==> src/rtl/rtpv_pkg.sv <==
// ----------------------------------------------------------------------------
// Raw transaction parser package
// Shared types and constants for the raw transaction output value parser.
// ----------------------------------------------------------------------------
package rtpv_pkg;

    localparam int SKIP_W = 40;

    localparam logic [5:0] PREVOUT_BYTES  = 6'd36;
    localparam logic [5:0] SEQUENCE_BYTES = 6'd4;
    localparam logic [3:0] VALUE_BYTES    = 4'd8;
    localparam logic [3:0] WORD_BYTES     = 4'd4;

    // Compact-size prefix codes and total field lengths.
    localparam logic [7:0] CS_PREFIX_16 = 8'hFD;
    localparam logic [7:0] CS_PREFIX_32 = 8'hFE;
    localparam logic [3:0] CS_LEN_8     = 4'd1;
    localparam logic [3:0] CS_LEN_16    = 4'd3;
    localparam logic [3:0] CS_LEN_32    = 4'd5;
    localparam logic [3:0] CS_LEN_64    = 4'd9;

    typedef enum logic [6:0] {
        PH_VERSION   = 7'b0000001,
        PH_IN_COUNT  = 7'b0000010,
        PH_IN_BODY   = 7'b0000100,
        PH_OUT_COUNT = 7'b0001000,
        PH_OUT_VALUE = 7'b0010000,
        PH_OUT_BODY  = 7'b0100000,
        PH_LOCKTIME  = 7'b1000000
    } phase_t;

    typedef struct packed {
        logic [31:0] tx_version;
        logic [31:0] input_total;
        logic [31:0] output_total;
        logic [63:0] selected_amount;
        logic        selected_found;
        logic [31:0] tx_lock_time;
        logic        length_overflow;
    } result_t;

endpackage

==> src/rtl/raw_tx_output_value_parser.sv <==
// ----------------------------------------------------------------------------
// Raw transaction output value parser
// Parses a serialized legacy transaction byte stream and reports version,
// counts, the selected output's value, the lock time and a length overflow flag.
// ----------------------------------------------------------------------------
// The block takes one transaction byte per clock cycle, without gaps, for as
// long as the summary side keeps up. Each byte passes an input register and
// is then parsed; the summary built from the last lock-time byte goes into
// the result register, or into the second entry while the first waits. A
// two-entry result buffer lets the byte stream keep flowing while one summary
// waits to be taken; a second waiting summary stalls the byte input. The
// selected output index is written through the configuration channel, which
// is always ready, and should be changed only while no transaction is in
// flight.
// ----------------------------------------------------------------------------
module raw_tx_output_value_parser (
    input  logic        clk,
    input  logic        rst_n,

    input  logic        cfg_valid,
    output logic        cfg_ready,
    input  logic [31:0] selected_output_index,

    input  logic        data_valid,
    output logic        data_ready,
    input  logic [7:0]  data_byte,

    output logic        out_valid,
    input  logic        out_ready,
    output logic [31:0] tx_version,
    output logic [31:0] input_total,
    output logic [31:0] output_total,
    output logic [63:0] selected_amount,
    output logic        selected_found,
    output logic [31:0] tx_lock_time,
    output logic        length_overflow
);

    logic [31:0]       sel_index_reg;
    logic              take;
    logic              hold;
    logic [7:0]        byte_q;
    logic              res_valid;
    rtpv_pkg::result_t res;
    rtpv_pkg::result_t out_data;

    assign cfg_ready = 1'b1;

    always_ff @(posedge clk or negedge rst_n)
    begin
        if (!rst_n)
        begin
            sel_index_reg <= 32'd0;
        end
        else if (cfg_valid && cfg_ready)
        begin
            sel_index_reg <= selected_output_index;
        end
    end

    rtpv_in_stage u_in_stage (
        .clk        (clk),
        .rst_n      (rst_n),
        .data_valid (data_valid),
        .data_ready (data_ready),
        .data_byte  (data_byte),
        .hold       (hold),
        .take       (take),
        .byte_out   (byte_q)
    );

    rtpv_parser u_parser (
        .clk       (clk),
        .rst_n     (rst_n),
        .fire      (take),
        .byte_in   (byte_q),
        .sel_index (sel_index_reg),
        .res_valid (res_valid),
        .res       (res)
    );

    rtpv_out_buf u_out_buf (
        .clk       (clk),
        .rst_n     (rst_n),
        .res_valid (res_valid),
        .res       (res),
        .full      (hold),
        .out_valid (out_valid),
        .out_ready (out_ready),
        .out_data  (out_data)
    );

    assign tx_version      = out_data.tx_version;
    assign input_total     = out_data.input_total;
    assign output_total    = out_data.output_total;
    assign selected_amount = out_data.selected_amount;
    assign selected_found  = out_data.selected_found;
    assign tx_lock_time    = out_data.tx_lock_time;
    assign length_overflow = out_data.length_overflow;

endmodule

==> src/rtl/rtpv_in_stage.sv <==
// ----------------------------------------------------------------------------
// Input register
// Holds one stream byte for the parser and refills in the same cycle it is
// consumed.
// ----------------------------------------------------------------------------
module rtpv_in_stage (
    input  logic       clk,
    input  logic       rst_n,
    input  logic       data_valid,
    output logic       data_ready,
    input  logic [7:0] data_byte,
    input  logic       hold,
    output logic       take,
    output logic [7:0] byte_out
);

    logic       valid_reg;
    logic [7:0] byte_reg;

    assign take       = valid_reg && !hold;
    assign data_ready = !valid_reg || take;
    assign byte_out   = byte_reg;

    always_ff @(posedge clk or negedge rst_n)
    begin
        if (!rst_n)
        begin
            valid_reg <= 1'b0;
        end
        else if (data_ready)
        begin
            valid_reg <= data_valid;
        end
    end

    always_ff @(posedge clk)
    begin
        if (data_ready && data_valid)
        begin
            byte_reg <= data_byte;
        end
    end

endmodule

==> src/rtl/rtpv_parser.sv <==
// ----------------------------------------------------------------------------
// Transaction field parser
// Walks the serialized fields one byte per cycle while fire is set and
// produces the summary when the last lock-time byte arrives.
// ----------------------------------------------------------------------------
module rtpv_parser (
    input  logic                  clk,
    input  logic                  rst_n,
    input  logic                  fire,
    input  logic [7:0]            byte_in,
    input  logic [31:0]           sel_index,
    output logic                  res_valid,
    output rtpv_pkg::result_t     res
);

    rtpv_pkg::phase_t             phase_reg, phase_next;
    logic [rtpv_pkg::SKIP_W-1:0]  skip_reg, skip_next;
    logic [7:0]                   prefix_reg, prefix_next;
    logic [3:0]                   fill_reg, fill_next;
    logic [31:0]                  seen_reg, seen_next;
    logic [63:0]                  acc_reg, acc_next;
    logic [31:0]                  version_reg, version_next;
    logic [31:0]                  in_count_reg, in_count_next;
    logic [31:0]                  out_count_reg, out_count_next;
    logic [63:0]                  amount_reg, amount_next;
    logic                         found_reg, found_next;
    logic                         overflow_reg, overflow_next;

    // Fixed-width little-endian assembly.
    logic [2:0]  fix_pos;
    logic [63:0] fix_acc;
    logic [3:0]  fix_fill;

    // Compact-size collection: the prefix is kept apart, the payload bytes
    // go into the shared accumulator.
    logic [7:0]  cs_prefix;
    logic [2:0]  cs_pos;
    logic [63:0] cs_acc;
    logic [3:0]  cs_fill;
    logic [3:0]  cs_need;
    logic        cs_done;
    logic [63:0] cs_raw;
    logic        cs_ovf;
    logic [31:0] cs_val;

    logic [rtpv_pkg::SKIP_W-1:0] skip_dec;
    logic [31:0] seen_inc;

    assign fix_pos  = fill_reg[2:0];
    assign fix_acc  = acc_reg | ({56'd0, byte_in} << {fix_pos, 3'b000});
    assign fix_fill = {1'b0, fix_pos} + 4'd1;

    assign cs_prefix = (fill_reg == 4'd0) ? byte_in : prefix_reg;
    assign cs_pos    = fill_reg[2:0] - 3'd1;
    assign cs_acc    = (fill_reg == 4'd0) ? acc_reg
                     : (acc_reg | ({56'd0, byte_in} << {cs_pos, 3'b000}));
    assign cs_fill   = fill_reg + 4'd1;

    always_comb
    begin
        if (cs_prefix < rtpv_pkg::CS_PREFIX_16)
        begin
            cs_need = rtpv_pkg::CS_LEN_8;
        end
        else if (cs_prefix == rtpv_pkg::CS_PREFIX_16)
        begin
            cs_need = rtpv_pkg::CS_LEN_16;
        end
        else if (cs_prefix == rtpv_pkg::CS_PREFIX_32)
        begin
            cs_need = rtpv_pkg::CS_LEN_32;
        end
        else
        begin
            cs_need = rtpv_pkg::CS_LEN_64;
        end
    end

    assign cs_done  = cs_fill >= cs_need;
    assign cs_raw   = (cs_need == rtpv_pkg::CS_LEN_8) ? {56'd0, cs_prefix} : cs_acc;
    assign cs_ovf   = |cs_raw[63:32];
    assign cs_val   = cs_ovf ? 32'hFFFF_FFFF : cs_raw[31:0];

    assign skip_dec = skip_reg - {{(rtpv_pkg::SKIP_W-1){1'b0}}, 1'b1};
    assign seen_inc = seen_reg + 32'd1;

    always_comb
    begin
        phase_next     = phase_reg;
        skip_next      = skip_reg;
        prefix_next    = prefix_reg;
        fill_next      = fill_reg;
        seen_next      = seen_reg;
        acc_next       = acc_reg;
        version_next   = version_reg;
        in_count_next  = in_count_reg;
        out_count_next = out_count_reg;
        amount_next    = amount_reg;
        found_next     = found_reg;
        overflow_next  = overflow_reg;
        res_valid      = 1'b0;

        res.tx_version      = version_reg;
        res.input_total     = in_count_reg;
        res.output_total    = out_count_reg;
        res.selected_amount = amount_reg;
        res.selected_found  = found_reg;
        res.tx_lock_time    = fix_acc[31:0];
        res.length_overflow = overflow_reg;

        if (fire)
        begin
            case (phase_reg)
                rtpv_pkg::PH_VERSION:
                begin
                    acc_next  = fix_acc;
                    fill_next = fix_fill;
                    if (fix_fill >= rtpv_pkg::WORD_BYTES)
                    begin
                        version_next = fix_acc[31:0];
                        acc_next     = 64'd0;
                        fill_next    = 4'd0;
                        phase_next   = rtpv_pkg::PH_IN_COUNT;
                    end
                end

                rtpv_pkg::PH_IN_COUNT:
                begin
                    prefix_next = cs_prefix;
                    acc_next    = cs_acc;
                    fill_next   = cs_fill;
                    if (cs_done)
                    begin
                        acc_next      = 64'd0;
                        fill_next     = 4'd0;
                        overflow_next = overflow_reg | cs_ovf;
                        in_count_next = cs_val;
                        seen_next     = 32'd0;
                        if (cs_val == 32'd0)
                        begin
                            phase_next = rtpv_pkg::PH_OUT_COUNT;
                        end
                        else
                        begin
                            skip_next  = {{(rtpv_pkg::SKIP_W-6){1'b0}},
                                          rtpv_pkg::PREVOUT_BYTES};
                            phase_next = rtpv_pkg::PH_IN_BODY;
                        end
                    end
                end

                rtpv_pkg::PH_IN_BODY:
                begin
                    if (skip_reg != '0)
                    begin
                        skip_next = skip_dec;
                        if (skip_dec == '0 && seen_reg >= in_count_reg)
                        begin
                            phase_next = rtpv_pkg::PH_OUT_COUNT;
                        end
                    end
                    else
                    begin
                        prefix_next = cs_prefix;
                        acc_next    = cs_acc;
                        fill_next   = cs_fill;
                        if (cs_done)
                        begin
                            acc_next      = 64'd0;
                            fill_next     = 4'd0;
                            overflow_next = overflow_reg | cs_ovf;
                            seen_next     = seen_inc;
                            // Script, sequence, and the next prevout if another
                            // input follows.
                            skip_next = {8'd0, cs_val}
                                      + {{(rtpv_pkg::SKIP_W-6){1'b0}},
                                         rtpv_pkg::SEQUENCE_BYTES}
                                      + ((seen_inc < in_count_reg)
                                         ? {{(rtpv_pkg::SKIP_W-6){1'b0}},
                                            rtpv_pkg::PREVOUT_BYTES}
                                         : {rtpv_pkg::SKIP_W{1'b0}});
                        end
                    end
                end

                rtpv_pkg::PH_OUT_COUNT:
                begin
                    prefix_next = cs_prefix;
                    acc_next    = cs_acc;
                    fill_next   = cs_fill;
                    if (cs_done)
                    begin
                        acc_next       = 64'd0;
                        fill_next      = 4'd0;
                        overflow_next  = overflow_reg | cs_ovf;
                        out_count_next = cs_val;
                        seen_next      = 32'd0;
                        phase_next     = (cs_val == 32'd0) ? rtpv_pkg::PH_LOCKTIME
                                                           : rtpv_pkg::PH_OUT_VALUE;
                    end
                end

                rtpv_pkg::PH_OUT_VALUE:
                begin
                    acc_next  = fix_acc;
                    fill_next = fix_fill;
                    if (fix_fill >= rtpv_pkg::VALUE_BYTES)
                    begin
                        if (seen_reg == sel_index)
                        begin
                            amount_next = fix_acc;
                            found_next  = 1'b1;
                        end
                        acc_next   = 64'd0;
                        fill_next  = 4'd0;
                        skip_next  = '0;
                        phase_next = rtpv_pkg::PH_OUT_BODY;
                    end
                end

                rtpv_pkg::PH_OUT_BODY:
                begin
                    if (skip_reg != '0)
                    begin
                        skip_next = skip_dec;
                        if (skip_dec == '0)
                        begin
                            seen_next  = seen_inc;
                            acc_next   = 64'd0;
                            fill_next  = 4'd0;
                            phase_next = (seen_inc < out_count_reg)
                                       ? rtpv_pkg::PH_OUT_VALUE : rtpv_pkg::PH_LOCKTIME;
                        end
                    end
                    else
                    begin
                        prefix_next = cs_prefix;
                        acc_next    = cs_acc;
                        fill_next   = cs_fill;
                        if (cs_done)
                        begin
                            acc_next      = 64'd0;
                            fill_next     = 4'd0;
                            overflow_next = overflow_reg | cs_ovf;
                            skip_next     = {8'd0, cs_val};
                            // An empty script ends the output right here.
                            if (cs_val == 32'd0)
                            begin
                                seen_next  = seen_inc;
                                phase_next = (seen_inc < out_count_reg)
                                           ? rtpv_pkg::PH_OUT_VALUE
                                           : rtpv_pkg::PH_LOCKTIME;
                            end
                        end
                    end
                end

                rtpv_pkg::PH_LOCKTIME:
                begin
                    acc_next  = fix_acc;
                    fill_next = fix_fill;
                    if (fix_fill >= rtpv_pkg::WORD_BYTES)
                    begin
                        res_valid      = 1'b1;
                        phase_next     = rtpv_pkg::PH_VERSION;
                        skip_next      = '0;
                        fill_next      = 4'd0;
                        seen_next      = 32'd0;
                        acc_next       = 64'd0;
                        version_next   = 32'd0;
                        in_count_next  = 32'd0;
                        out_count_next = 32'd0;
                        amount_next    = 64'd0;
                        found_next     = 1'b0;
                        overflow_next  = 1'b0;
                    end
                end

                default:
                begin
                    // A corrupt phase restarts the parse with this byte as the
                    // first version byte.
                    phase_next     = rtpv_pkg::PH_VERSION;
                    skip_next      = '0;
                    fill_next      = 4'd1;
                    seen_next      = 32'd0;
                    acc_next       = {56'd0, byte_in};
                    version_next   = 32'd0;
                    in_count_next  = 32'd0;
                    out_count_next = 32'd0;
                    amount_next    = 64'd0;
                    found_next     = 1'b0;
                    overflow_next  = 1'b0;
                end
            endcase
        end
    end

    always_ff @(posedge clk or negedge rst_n)
    begin
        if (!rst_n)
        begin
            phase_reg     <= rtpv_pkg::PH_VERSION;
            skip_reg      <= '0;
            prefix_reg    <= 8'd0;
            fill_reg      <= 4'd0;
            seen_reg      <= 32'd0;
            acc_reg       <= 64'd0;
            version_reg   <= 32'd0;
            in_count_reg  <= 32'd0;
            out_count_reg <= 32'd0;
            amount_reg    <= 64'd0;
            found_reg     <= 1'b0;
            overflow_reg  <= 1'b0;
        end
        else
        begin
            phase_reg     <= phase_next;
            skip_reg      <= skip_next;
            prefix_reg    <= prefix_next;
            fill_reg      <= fill_next;
            seen_reg      <= seen_next;
            acc_reg       <= acc_next;
            version_reg   <= version_next;
            in_count_reg  <= in_count_next;
            out_count_reg <= out_count_next;
            amount_reg    <= amount_next;
            found_reg     <= found_next;
            overflow_reg  <= overflow_next;
        end
    end

endmodule

==> src/rtl/rtpv_out_buf.sv <==
// ----------------------------------------------------------------------------
// Result register with skid stage
// Holds the summary for the consumer; a second entry catches a summary that
// completes while the first is still waiting.
// ----------------------------------------------------------------------------
module rtpv_out_buf (
    input  logic                  clk,
    input  logic                  rst_n,
    input  logic                  res_valid,
    input  rtpv_pkg::result_t     res,
    output logic                  full,
    output logic                  out_valid,
    input  logic                  out_ready,
    output rtpv_pkg::result_t     out_data
);

    logic              head_valid_reg;
    rtpv_pkg::result_t head_reg;
    logic              skid_valid_reg;
    rtpv_pkg::result_t skid_reg;
    logic              head_free;

    assign head_free = !head_valid_reg || out_ready;
    assign full      = skid_valid_reg;
    assign out_valid = head_valid_reg;
    assign out_data  = head_reg;

    always_ff @(posedge clk or negedge rst_n)
    begin
        if (!rst_n)
        begin
            head_valid_reg <= 1'b0;
            skid_valid_reg <= 1'b0;
        end
        else if (head_free)
        begin
            head_valid_reg <= skid_valid_reg || res_valid;
            skid_valid_reg <= 1'b0;
        end
        else if (res_valid)
        begin
            skid_valid_reg <= 1'b1;
        end
    end

    always_ff @(posedge clk)
    begin
        if (head_free)
        begin
            if (skid_valid_reg)
            begin
                head_reg <= skid_reg;
            end
            else if (res_valid)
            begin
                head_reg <= res;
            end
        end
        else if (res_valid)
        begin
            skid_reg <= res;
        end
    end

endmodule
==> config.mk <==
export PLATFORM = sky130hd
export DESIGN_NAME = raw_tx_output_value_parser
export DESIGN_NICKNAME = d
export VERILOG_FILES = /design/src/rtl/rtpv_pkg.sv /design/src/rtl/raw_tx_output_value_parser.sv /design/src/rtl/rtpv_in_stage.sv /design/src/rtl/rtpv_parser.sv /design/src/rtl/rtpv_out_buf.sv
export SDC_FILE = /design/constraint.sdc
export NUM_CORES = 1
export LEC_CHECK = 0
export BUFFER_PORTS_ARGS = -buffer_cell sky130_fd_sc_hd__buf_2
export CAP_MARGIN = 20
export CORE_ASPECT_RATIO = 0.7
export CORE_MARGIN = 8
export CORE_UTILIZATION = 40
export DETAILED_ROUTE_END_ITERATION = 8
export PLACE_DENSITY = 0.65
export RECOVER_POWER = 100
export SYNTH_ARGS = -nofsm -noshare
export SYNTH_HDL_FRONTEND = slang
export SYNTH_SLANG_ARGS = --single-unit
==> constraint.sdc <==
create_clock -name clk -period 23.1 [get_ports clk]
set_input_delay 3.465 -clock clk [delete_from_list [all_inputs] [get_ports clk]]
set_output_delay 3.465 -clock clk [all_outputs]
set_load 0.02 [all_outputs]
# [After elaboration in Yosys (flattened, before gate mapping)]
# Index checks and enable logic that the tools add are counted.
[word_totals] regBits=748 latch_bits=0 ramBits=0 rom_bits=0 inputBits=45 output_inout_bits=197 word_cells=203 memories=0
[classes] n_addsub=7 mul=0 n_div=0 n_lt_le_gt_ge=7 n_eq_ne=28 n_shift=2 mux=80 bitwise=10 n_reduce_logical=38
[op_table] operator="$mux W64" count=11
[op_table] operator="$mux W194" count=2
[op_table] operator="$mux W32" count=11
[op_table] operator="$mux W40" count=8
[op_table] operator="$pmux W64 S5" count=1
[op_table] operator="$pmux W32 S3" count=3
[op_table] operator="$pmux W40 S6" count=1
[op_table] operator="$pmux W64 S3" count=1
[op_table] operator="$pmux W32 S5" count=1
[op_table] operator="$or A64 B64 Y64" count=2
[op_table] operator="$shl A8 B6 Y64" count=2
[op_table] operator="$mux W7" count=13
[op_table] operator="$lt A32 B32 Y1" count=2
[op_table] operator="$pmux W7 S7" count=1
[op_table] operator="$add A40 B40 Y40" count=1
[op_table] operator="$logic_not A40 Y1" count=1
[op_table] operator="$mux W4" count=10
[op_table] operator="$reduce_bool A40 Y1" count=1
[op_table] operator="$sub A40 B1 Y40 const B" count=1
[op_table] operator="$add A32 B3 Y33 const B" count=1
[op_table] operator="$add A32 B1 Y32 const B" count=1
[op_table] operator="$eq A32 B32 Y1" count=1
[op_table] operator="$ge A32 B32 Y1" count=1
[op_table] operator="$logic_not A32 Y1" count=1
[op_table] operator="44 further kinds" count=94

# [Logic depth before layout (Yosys ltp)]
# Gate-level depths: netlist (run 1).
[logic_depth] ltp_word=15 depth_mapped=31 depth_no_buf=29

# [Cells and area by module]
# A second synthesis (run 1) with hierarchy kept.
[hier_totals] cells_unflattened=3079 hier_area_um2=36907.9
[by_module_without_submodules] mod="rtpv_parser" instances=1 cells_each=2383 area_per_inst_um2=20561.0 seq_area_each_um2=7933.9
[by_module_without_submodules] mod="rtpv_out_buf" instances=1 cells_each=613 area_per_inst_um2=14700.3 seq_area_each_um2=11701.2
[by_module_without_submodules] mod="raw_tx_output_value_parser" instances=1 cells_each=70 area_per_inst_um2=1356.3 seq_area_each_um2=800.8
[by_module_without_submodules] mod="rtpv_in_stage" instances=1 cells_each=13 area_per_inst_um2=290.3 seq_area_each_um2=265.3

# [Least setup slack after synthesis (run 1)]
# No wires, ideal clock.
[synth_timing] path_type="input port to flip-flop" from="in out_ready" to="reg u_out_buf.skid_reg[0] (netlist bit) (enable)" setup_time_ps=1222 t_arrival_ps=21839 required_ps=21878 path_slack_ps=39 cell_stages=2 n_path_buf=0 path_cell_list="nand2b_1 > nor4_1"
[synth_via] elab_chain_cells=3
[synth_lines] element="start: declaration" line_no="raw_tx_output_value_parser.sv:29" rtl="input logic out_ready,"
[synth_lines] element="$logic_or A1 B1 Y1" line_no="rtpv_out_buf.sv:23" rtl="assign head_free = !head_valid_reg || out_ready;"
[synth_lines] element="$not A1 Y1 (no source line)"
[synth_lines] element="$reduce_and A2 Y1 (no source line)"
[synth_lines] element="end signal: assignment" line_no="rtpv_out_buf.sv:61" rtl="skid_reg <= res;"
[synth_lines] element="end: declaration" line_no="rtpv_out_buf.sv:20" rtl="rtpv_pkg::result_t skid_reg;"
# Every way passes these cells.
# A chain may end at the register's enable or synchronous reset.

==> impl_metrics.csv, run 1 <==
group,metric,value,unit
power,power,4.67,mW
yosys,yosysTopAreaCellShare,32.2,%
power,power_density,112,nW/um2
route,first_pass_iters,6,
placed_design,place_area,39400,um2
cts,cts-root-buf,"clkbuf_16",
placed_design,port_buffers,240,
floorplan,ioPinCount,242,
cells_and_area,multi_input_area,14900,um2
cells_and_area,fillers,8620,
timing,report.final.slew_viol_count,1335,
yosys,syn_nets,3445,
cells_and_area,finalNonFillerCells,4760,
route,vias_per_cell,5.89,
yosys,yosys_warnings,0,
yosys,ys_seq_elements,748,
cells_and_area,drive_gt1_share,11.6,%
yosys,synth_edf_count,396,
setup_path,cp_slowest_stage_delay,2.94,ns
setup_path,slowest_stage,"clkbuf_1",
setup_path,cp.required,23.66,ns
setup_path,start_kind,"primary input",
timing,fin_worst_skew,0.0324,ns
yosys,synth_cells,3292,
yosys,synth_top_cell_by_area,"edfxtp_1",
floorplan,rows,93,
floorplan,fp.dieW,379,um
cells_and_area,finalNetCount,3609,
route,wirelength,112000,um
yosys,synthTopCellsByArea,"edfxtp_1 32%, dfrtp_1 24%, mux2_2 5.5%",
run_status,outcome,"finished, violations left",
floorplan,die-area,102000,um2
cts,postCtsHoldBufs,0,
setup_path,reg2reg_depth,7,
timing,setup_tns,0,ns
cts,clk_pin_slew,0.06,ns
global_route,grt_use_total,21.0,%
min_path,hold_depth,0,
cts,clock_latency,0.65,ns
setup_path,cpLargestDelayFamily,"buffers and inverters",
timing,holdWs,0.459,ns
power,irDropWorstVdd,0.0739,mV
timing,tightest_slew,4.32,ns
yosys,synth_most_common_cell,"edfxtp_1",
timing,fmax,0.0968,GHz
cts,numCtsBuffers,79,
placed_design,place_congestion,0.983,
cts,ctsLongestPathBuffers,3,
global_route,antenna_found_initial,5,
setup_path,path_depth,4,
setup_path,crit_type,"primary input to asynchronous set/reset pin",
timing,slew_headroom,-188,%
setup_path,crit_path_max_fanout,140,
placed_design,place_worst_setup_slack,16.22,ns
cts,cts_resized,0,
min_path,hold_class,"register to register",
cts,post-cts-setup-buffers,0,
cts,cts_tree,"yes",
yosys,synth-async-reset-ratio,47.1,%
power,p_leak,16.4,nW
route,final_antenna_net_count,0,
yosys,synth_flop_cell,"edfxtp_1",
cts,cts.htree.levels,3,
floorplan,fp.dieH,270,um
flow_run,maxCapViolations,22,
route,wl_per_cell,23.5,um
timing,finalSetupViolations,0,
setup_path,crit_path_frequent_cell,"clkbuf_1",
setup_path,end_kind,"asynchronous set/reset pin",
yosys,ys_seq_area_share,56.0,%
placed_design,hpwlAfterDp,79400,um
timing,rsz0062_at_grt,"false",
yosys,synth.distinct_cells,90,
floorplan,coreArea,91700,um2
global_route,grt_max_degree,141,
timing,hold_viol,0,
timing,fin_ws,12.77,ns
global_route,grt_pass1_vias,26500,
timing,fin_crit,10.33,ns
setup_path,path_buf_inv,4,
setup_path,cp_cell_sequence,"clkbuf_1 -> buf_12 -> clkbuf_1 -> buf_4",
placed_design,dp_cells,4608,
cts,clkSinkCount,748,
route,num_vias,28000,
cells_and_area,seq_area,20700,um2
global_route,grt_pass1_wl,169000,um
yosys,syn_area,36900,um2
setup_path,worstPathArrival,10.89,ns
cells_and_area,post-route-util,45.6,%
yosys,syn-mean-instance-area,11.2,um2
yosys,yosys-top-cells-count,"396 x edfxtp_1, 351 x dfrtp_1, 315 x nand2_1, 252 x o21ai_0, 194 x clkbuf_1",
cells_and_area,syn_to_final_growth,13.1,%
run_status,violations,"max-capacitance violations, max-slew violations",
route,route.detailed.drc,0,
timing,min_period_over_period,44.7,%
global_route,overflow,0,
cells_and_area,final_cell_area,41800,um2
route,dr.first_iter.drc_count,3529,
floorplan,start_util,40.3,%
==> layout by cell type, fill, tap and decap left out, types with 17 or more instances in the layout <==
cell         n
o31ai_1    107
inv_1      125
buf_2       42
o21ai_0    257
nand4_1     54
nor3_1      59
o21a_1      30
a21o_1      32
nor4_1      40
nand3_1     58
a22o_1      41
edfxtp_1   396
and2_1      19
nand2_1    315
mux2_1      36
o41ai_1     72
o221ai_1    25
clkbuf_1   238
ha_1       108
dfrtp_1    350
a31o_2      17
clkbuf_16   83
or4_1       17
nor2b_1     35
a31oi_1     64
buf_4       44
nand2b_1    21
nor2_1     164
mux2_2     143
xor2_1      48
and3_1      20
a21oi_1    136
o22ai_1     17
xnor2_1     71
==> per-layer routing <==
metal / global-route usage [%] / part of all wire [%] / vias to the layer above
li1: - / - / 12700
met1: 32.3 / 47 / 13900
met2: 29.7 / 42 / 1247
met3: 5.63 / 9.9 / 155
met4: 3.92 / 1.6 / 4
met5: 0 / 0.094 / -
==> cell type report <==
type,count,area share [%]
Clock buffer,101,5.23
Multi-Input combinational cell,2188,35.7
Clock inverter,46,1.31
Timing Repair Buffer,312,3.38
Antenna cell,3,0.0180
Tap cell,1235,3.70
Sequential cell,748,49.5
Inverter,127,1.14
==> logic make-up (layout without fill, tap and decap cells) <==
group / after synthesis / in the layout / synth area share (%)
adder cells (fa/ha/maj): 108 / 108 / 3.66
buffers and inverters: 356 / 586 / 3.75
multiplexers: 192 / 192 / 5.81
AND/OR/NAND/NOR: 875 / 875 / 11.7
flip-flops: 748 / 748 / 56.0
other: 1 / 4 / 0.0102
AO/OA/AOI/OAI: 892 / 892 / 16.2
XOR/XNOR: 120 / 120 / 2.90
==> power by group <==
part           leakage [nW]  internal (mW)  switching [mW]
Combinational          6.28          0.469            1.24
Sequential             8.75           1.52           0.101
Clock                  1.33          0.788           0.549
==> worst paths after layout <==
check	start	end	slack [ns]
hold / removal	u_parser.amount_reg[5]$_DFFE_PN0P_	u_out_buf.skid_reg[39]$_DFFE_PP_	0.46
hold reg to reg	u_parser.amount_reg[5]$_DFFE_PN0P_	u_out_buf.skid_reg[39]$_DFFE_PP_	0.46
setup reg to reg	u_parser.fill_reg[0]$_DFFE_PN0P_	u_out_buf.skid_reg[123]$_DFFE_PP_	13.45
max in group clk	u_parser.fill_reg[0]$_DFFE_PN0P_	u_out_buf.skid_reg[123]$_DFFE_PP_	13.45
min in group asynchronous	rst_n	u_parser.seen_reg[31]$_DFFE_PN0P_	4.33
setup / recovery	rst_n	u_parser.fill_reg[0]$_DFFE_PN0P_	12.77
(Power assumes the default switching activity.)
==> inputs of run 2 (changes only) <==
==> constraint.sdc (replaced) <==
create_clock -name clk -period 10.7 [get_ports clk]
set_input_delay 1.605 -clock clk [delete_from_list [all_inputs] [get_ports clk]]
set_output_delay 1.605 -clock clk [all_outputs]
set_load 0.02 [all_outputs]
==> impl_metrics.csv, run 2 (synthesis results as in run 1) <==
group,metric,value,unit
timing,report.final.slew_viol_count,1012,
min_path,hold_path.startpoint,"u_parser.amount_reg[31]$_DFFE_PN0P_",
timing,hold_viol,0,
run_status,outcome,"finished, violations left",
route,wl_per_cell,23.9,um
cts,ctsLongestPathBuffers,3,
cts,clock_latency,0.65,ns
floorplan,start_util,40.3,%
timing,holdWs,0.461,ns
power,power,9.85,mW
route,wirelength,114000,um
floorplan,die-area,102000,um2
power,p_int,5.75,mW
route,first_pass_iters,6,
run_status,violations,"max-capacitance violations, max-slew violations",
cts,cts-root-buf,"clkbuf_16",
placed_design,port_buffers,240,
global_route,overflow,0,
floorplan,ioPinCount,242,
floorplan,rows,93,
cts,cts_resized,0,
cells_and_area,drive_gt1_share,11.9,%
cts,clkSinkCount,748,
power,p_sw,4.10,mW
cts,post-cts-setup-buffers,0,
setup_path,r2r-end,"u_out_buf.skid_reg[88]$_DFFE_PP_",
global_route,grt_pass1_wl,171000,um
cts,postCtsHoldBufs,0,
route,final_antenna_net_count,0,
global_route,antenna_found_initial,2,
route,num_vias,28000,
floorplan,fp.dieW,379,um
setup_path,rr_startpoint,"u_parser.fill_reg[0]$_DFFE_PN0P_",
cells_and_area,finalNetCount,3609,
route,route.detailed.drc,0,
power,seqPwrFrac,35.6,%
floorplan,coreArea,91700,um2
min_path,min_to,"u_out_buf.skid_reg[65]$_DFFE_PP_",
placed_design,place_congestion,0.989,
power,sw_frac_of_total,41.6,%
timing,rsz0062_at_grt,"false",
route,vias_per_cell,5.88,
setup_path,crit_path_max_fanout,75,
timing,tightest_slew,4.43,ns
timing,setup_tns,0,ns
cells_and_area,final_common_cell,"edfxtp_1",
setup_path,reg2reg_depth,8,
cells_and_area,layout_common_cells,"396 x edfxtp_1, 350 x dfrtp_1, 315 x nand2_1",
power,combPwrFrac,37.6,%
cts,clk_pin_slew,0.06,ns
timing,finalSetupViolations,0,
timing,fin_worst_skew,0.0332,ns
timing,min_period_over_period,79.2,%
cells_and_area,syn_to_final_growth,12.5,%
power,irDropWorstVdd,0.205,mV
setup_path,end_kind,"register",
floorplan,fp.dieH,270,um
global_route,grt_max_degree,152,
cells_and_area,diodes,0,
setup_path,cp.required,10.94,ns
placed_design,hpwlAfterDp,80900,um
route,dr.first_iter.drc_count,3472,
cts,numCtsBuffers,78,
timing,fin_crit,8.48,ns
timing,slew_headroom,-195,%
setup_path,start_kind,"register",
power,p_leak,16.3,nW
timing,fmax,0.118,GHz
global_route,grt_pass1_vias,26400,
global_route,grt_use_total,21.4,%
power,pwr-share-clk,26.9,%
cells_and_area,post-route-util,45.3,%
min_path,hold_class,"register to register",
setup_path,crit_type,"register to register",
power,power_density,237,nW/um2
setup_path,worstPathArrival,8.72,ns
cts,cts_tree,"yes",
cts,cts.htree.levels,3,
setup_path,crit_start,"u_parser.fill_reg[0]$_DFFE_PN0P_",
min_path,hold_depth,0,
flow_run,maxCapViolations,17,
setup_path,rrSetupSlack,2.22,ns
-- run 2: changes by cell type in the layout (fill, tap and decap cells not counted), moves of 3 or more --
| cell | previous run | this run |
|---|---|---|
| clkinv_2 | 10 | 13 |
| mux2_1 | 36 | 28 |
| buf_2 | 42 | 45 |
| mux2_2 | 143 | 151 |
| clkbuf_8 | 4 | 9 |
| bufinv_16 | 10 | 1 |
| clkbuf_1 | 238 | 235 |
| clkbuf_16 | 83 | 79 |
| clkinvlp_4 | 1 | 5 |
| diode_2 | 3 | 0 |
-- run 2: worst max path at each step --
stage / end / cells after the start
floorplan: u_out_buf.skid_reg[0]$_DFFE_PP_ / 2
global placement: u_parser.skip_reg[32]$_DFFE_PN0P_ / 17
detailed placement: u_parser.skip_reg[27]$_DFFE_PN0P_ / 28
CTS: u_parser.skip_reg[27]$_DFFE_PN0P_ / 28
global route: u_parser.version_reg[18]$_DFFE_PN0P_ / 2
finish: u_out_buf.skid_reg[88]$_DFFE_PP_ / 8
-- run 2: routing by layer --
metal,share of wire [%],vias up,GRT usage [%]
met5,0.0070,-,0
met4,2.1,2,5.13
met3,9.5,160,5.03
met2,41,1224,29.4
met1,48,13900,33.4
li1,-,12700,-
-- run 2: power groups by stage --
stage / Combinational, mW / Clock (mW) / Sequential, mW
finish: 3.70 / 2.65 / 3.50
detailed placement: 3.60 / 0 / 3.55
global placement: 3.59 / 0 / 3.54
global route: 3.94 / 2.80 / 3.52
floorplan: 2.37 / 0 / 3.46
CTS: 3.61 / 2.69 / 3.49
-- run 2: metrics by stage --
stage / cells / instance area (um2) / setup WS, ns
CTS: 4751 / 41900 / 3.93
global placement: 4602 / 39400 / 3.90
floorplan: 3292 / 37000 / 2.26
global route: 4755 / 41500 / 1.68
detailed placement: 4607 / 39400 / 3.96
finish: 4755 / 41500 / 2.22
-- run 2: worst max-delay path: stages (launching register included) --
cell and delay (ns):
dfrtp_2 0.35, clkbuf_1 1.92, ha_1 0.48, xor2_1 0.15, clkbuf_1 0.40, nor2_1 0.19
nor4_4 0.30, clkbuf_1 3.04, buf_4 1.14
-- run 2: final cells by class --
type                            instances  area [um2]
Timing Repair Buffer                  313        1430
Multi-Input combinational cell       2188       14900
Tap cell                             1235        1550
Clock inverter                         39         304
Inverter                              127         477
Fill cell                            8606       50200
Clock buffer                          105        2160
Sequential cell                       748       20700
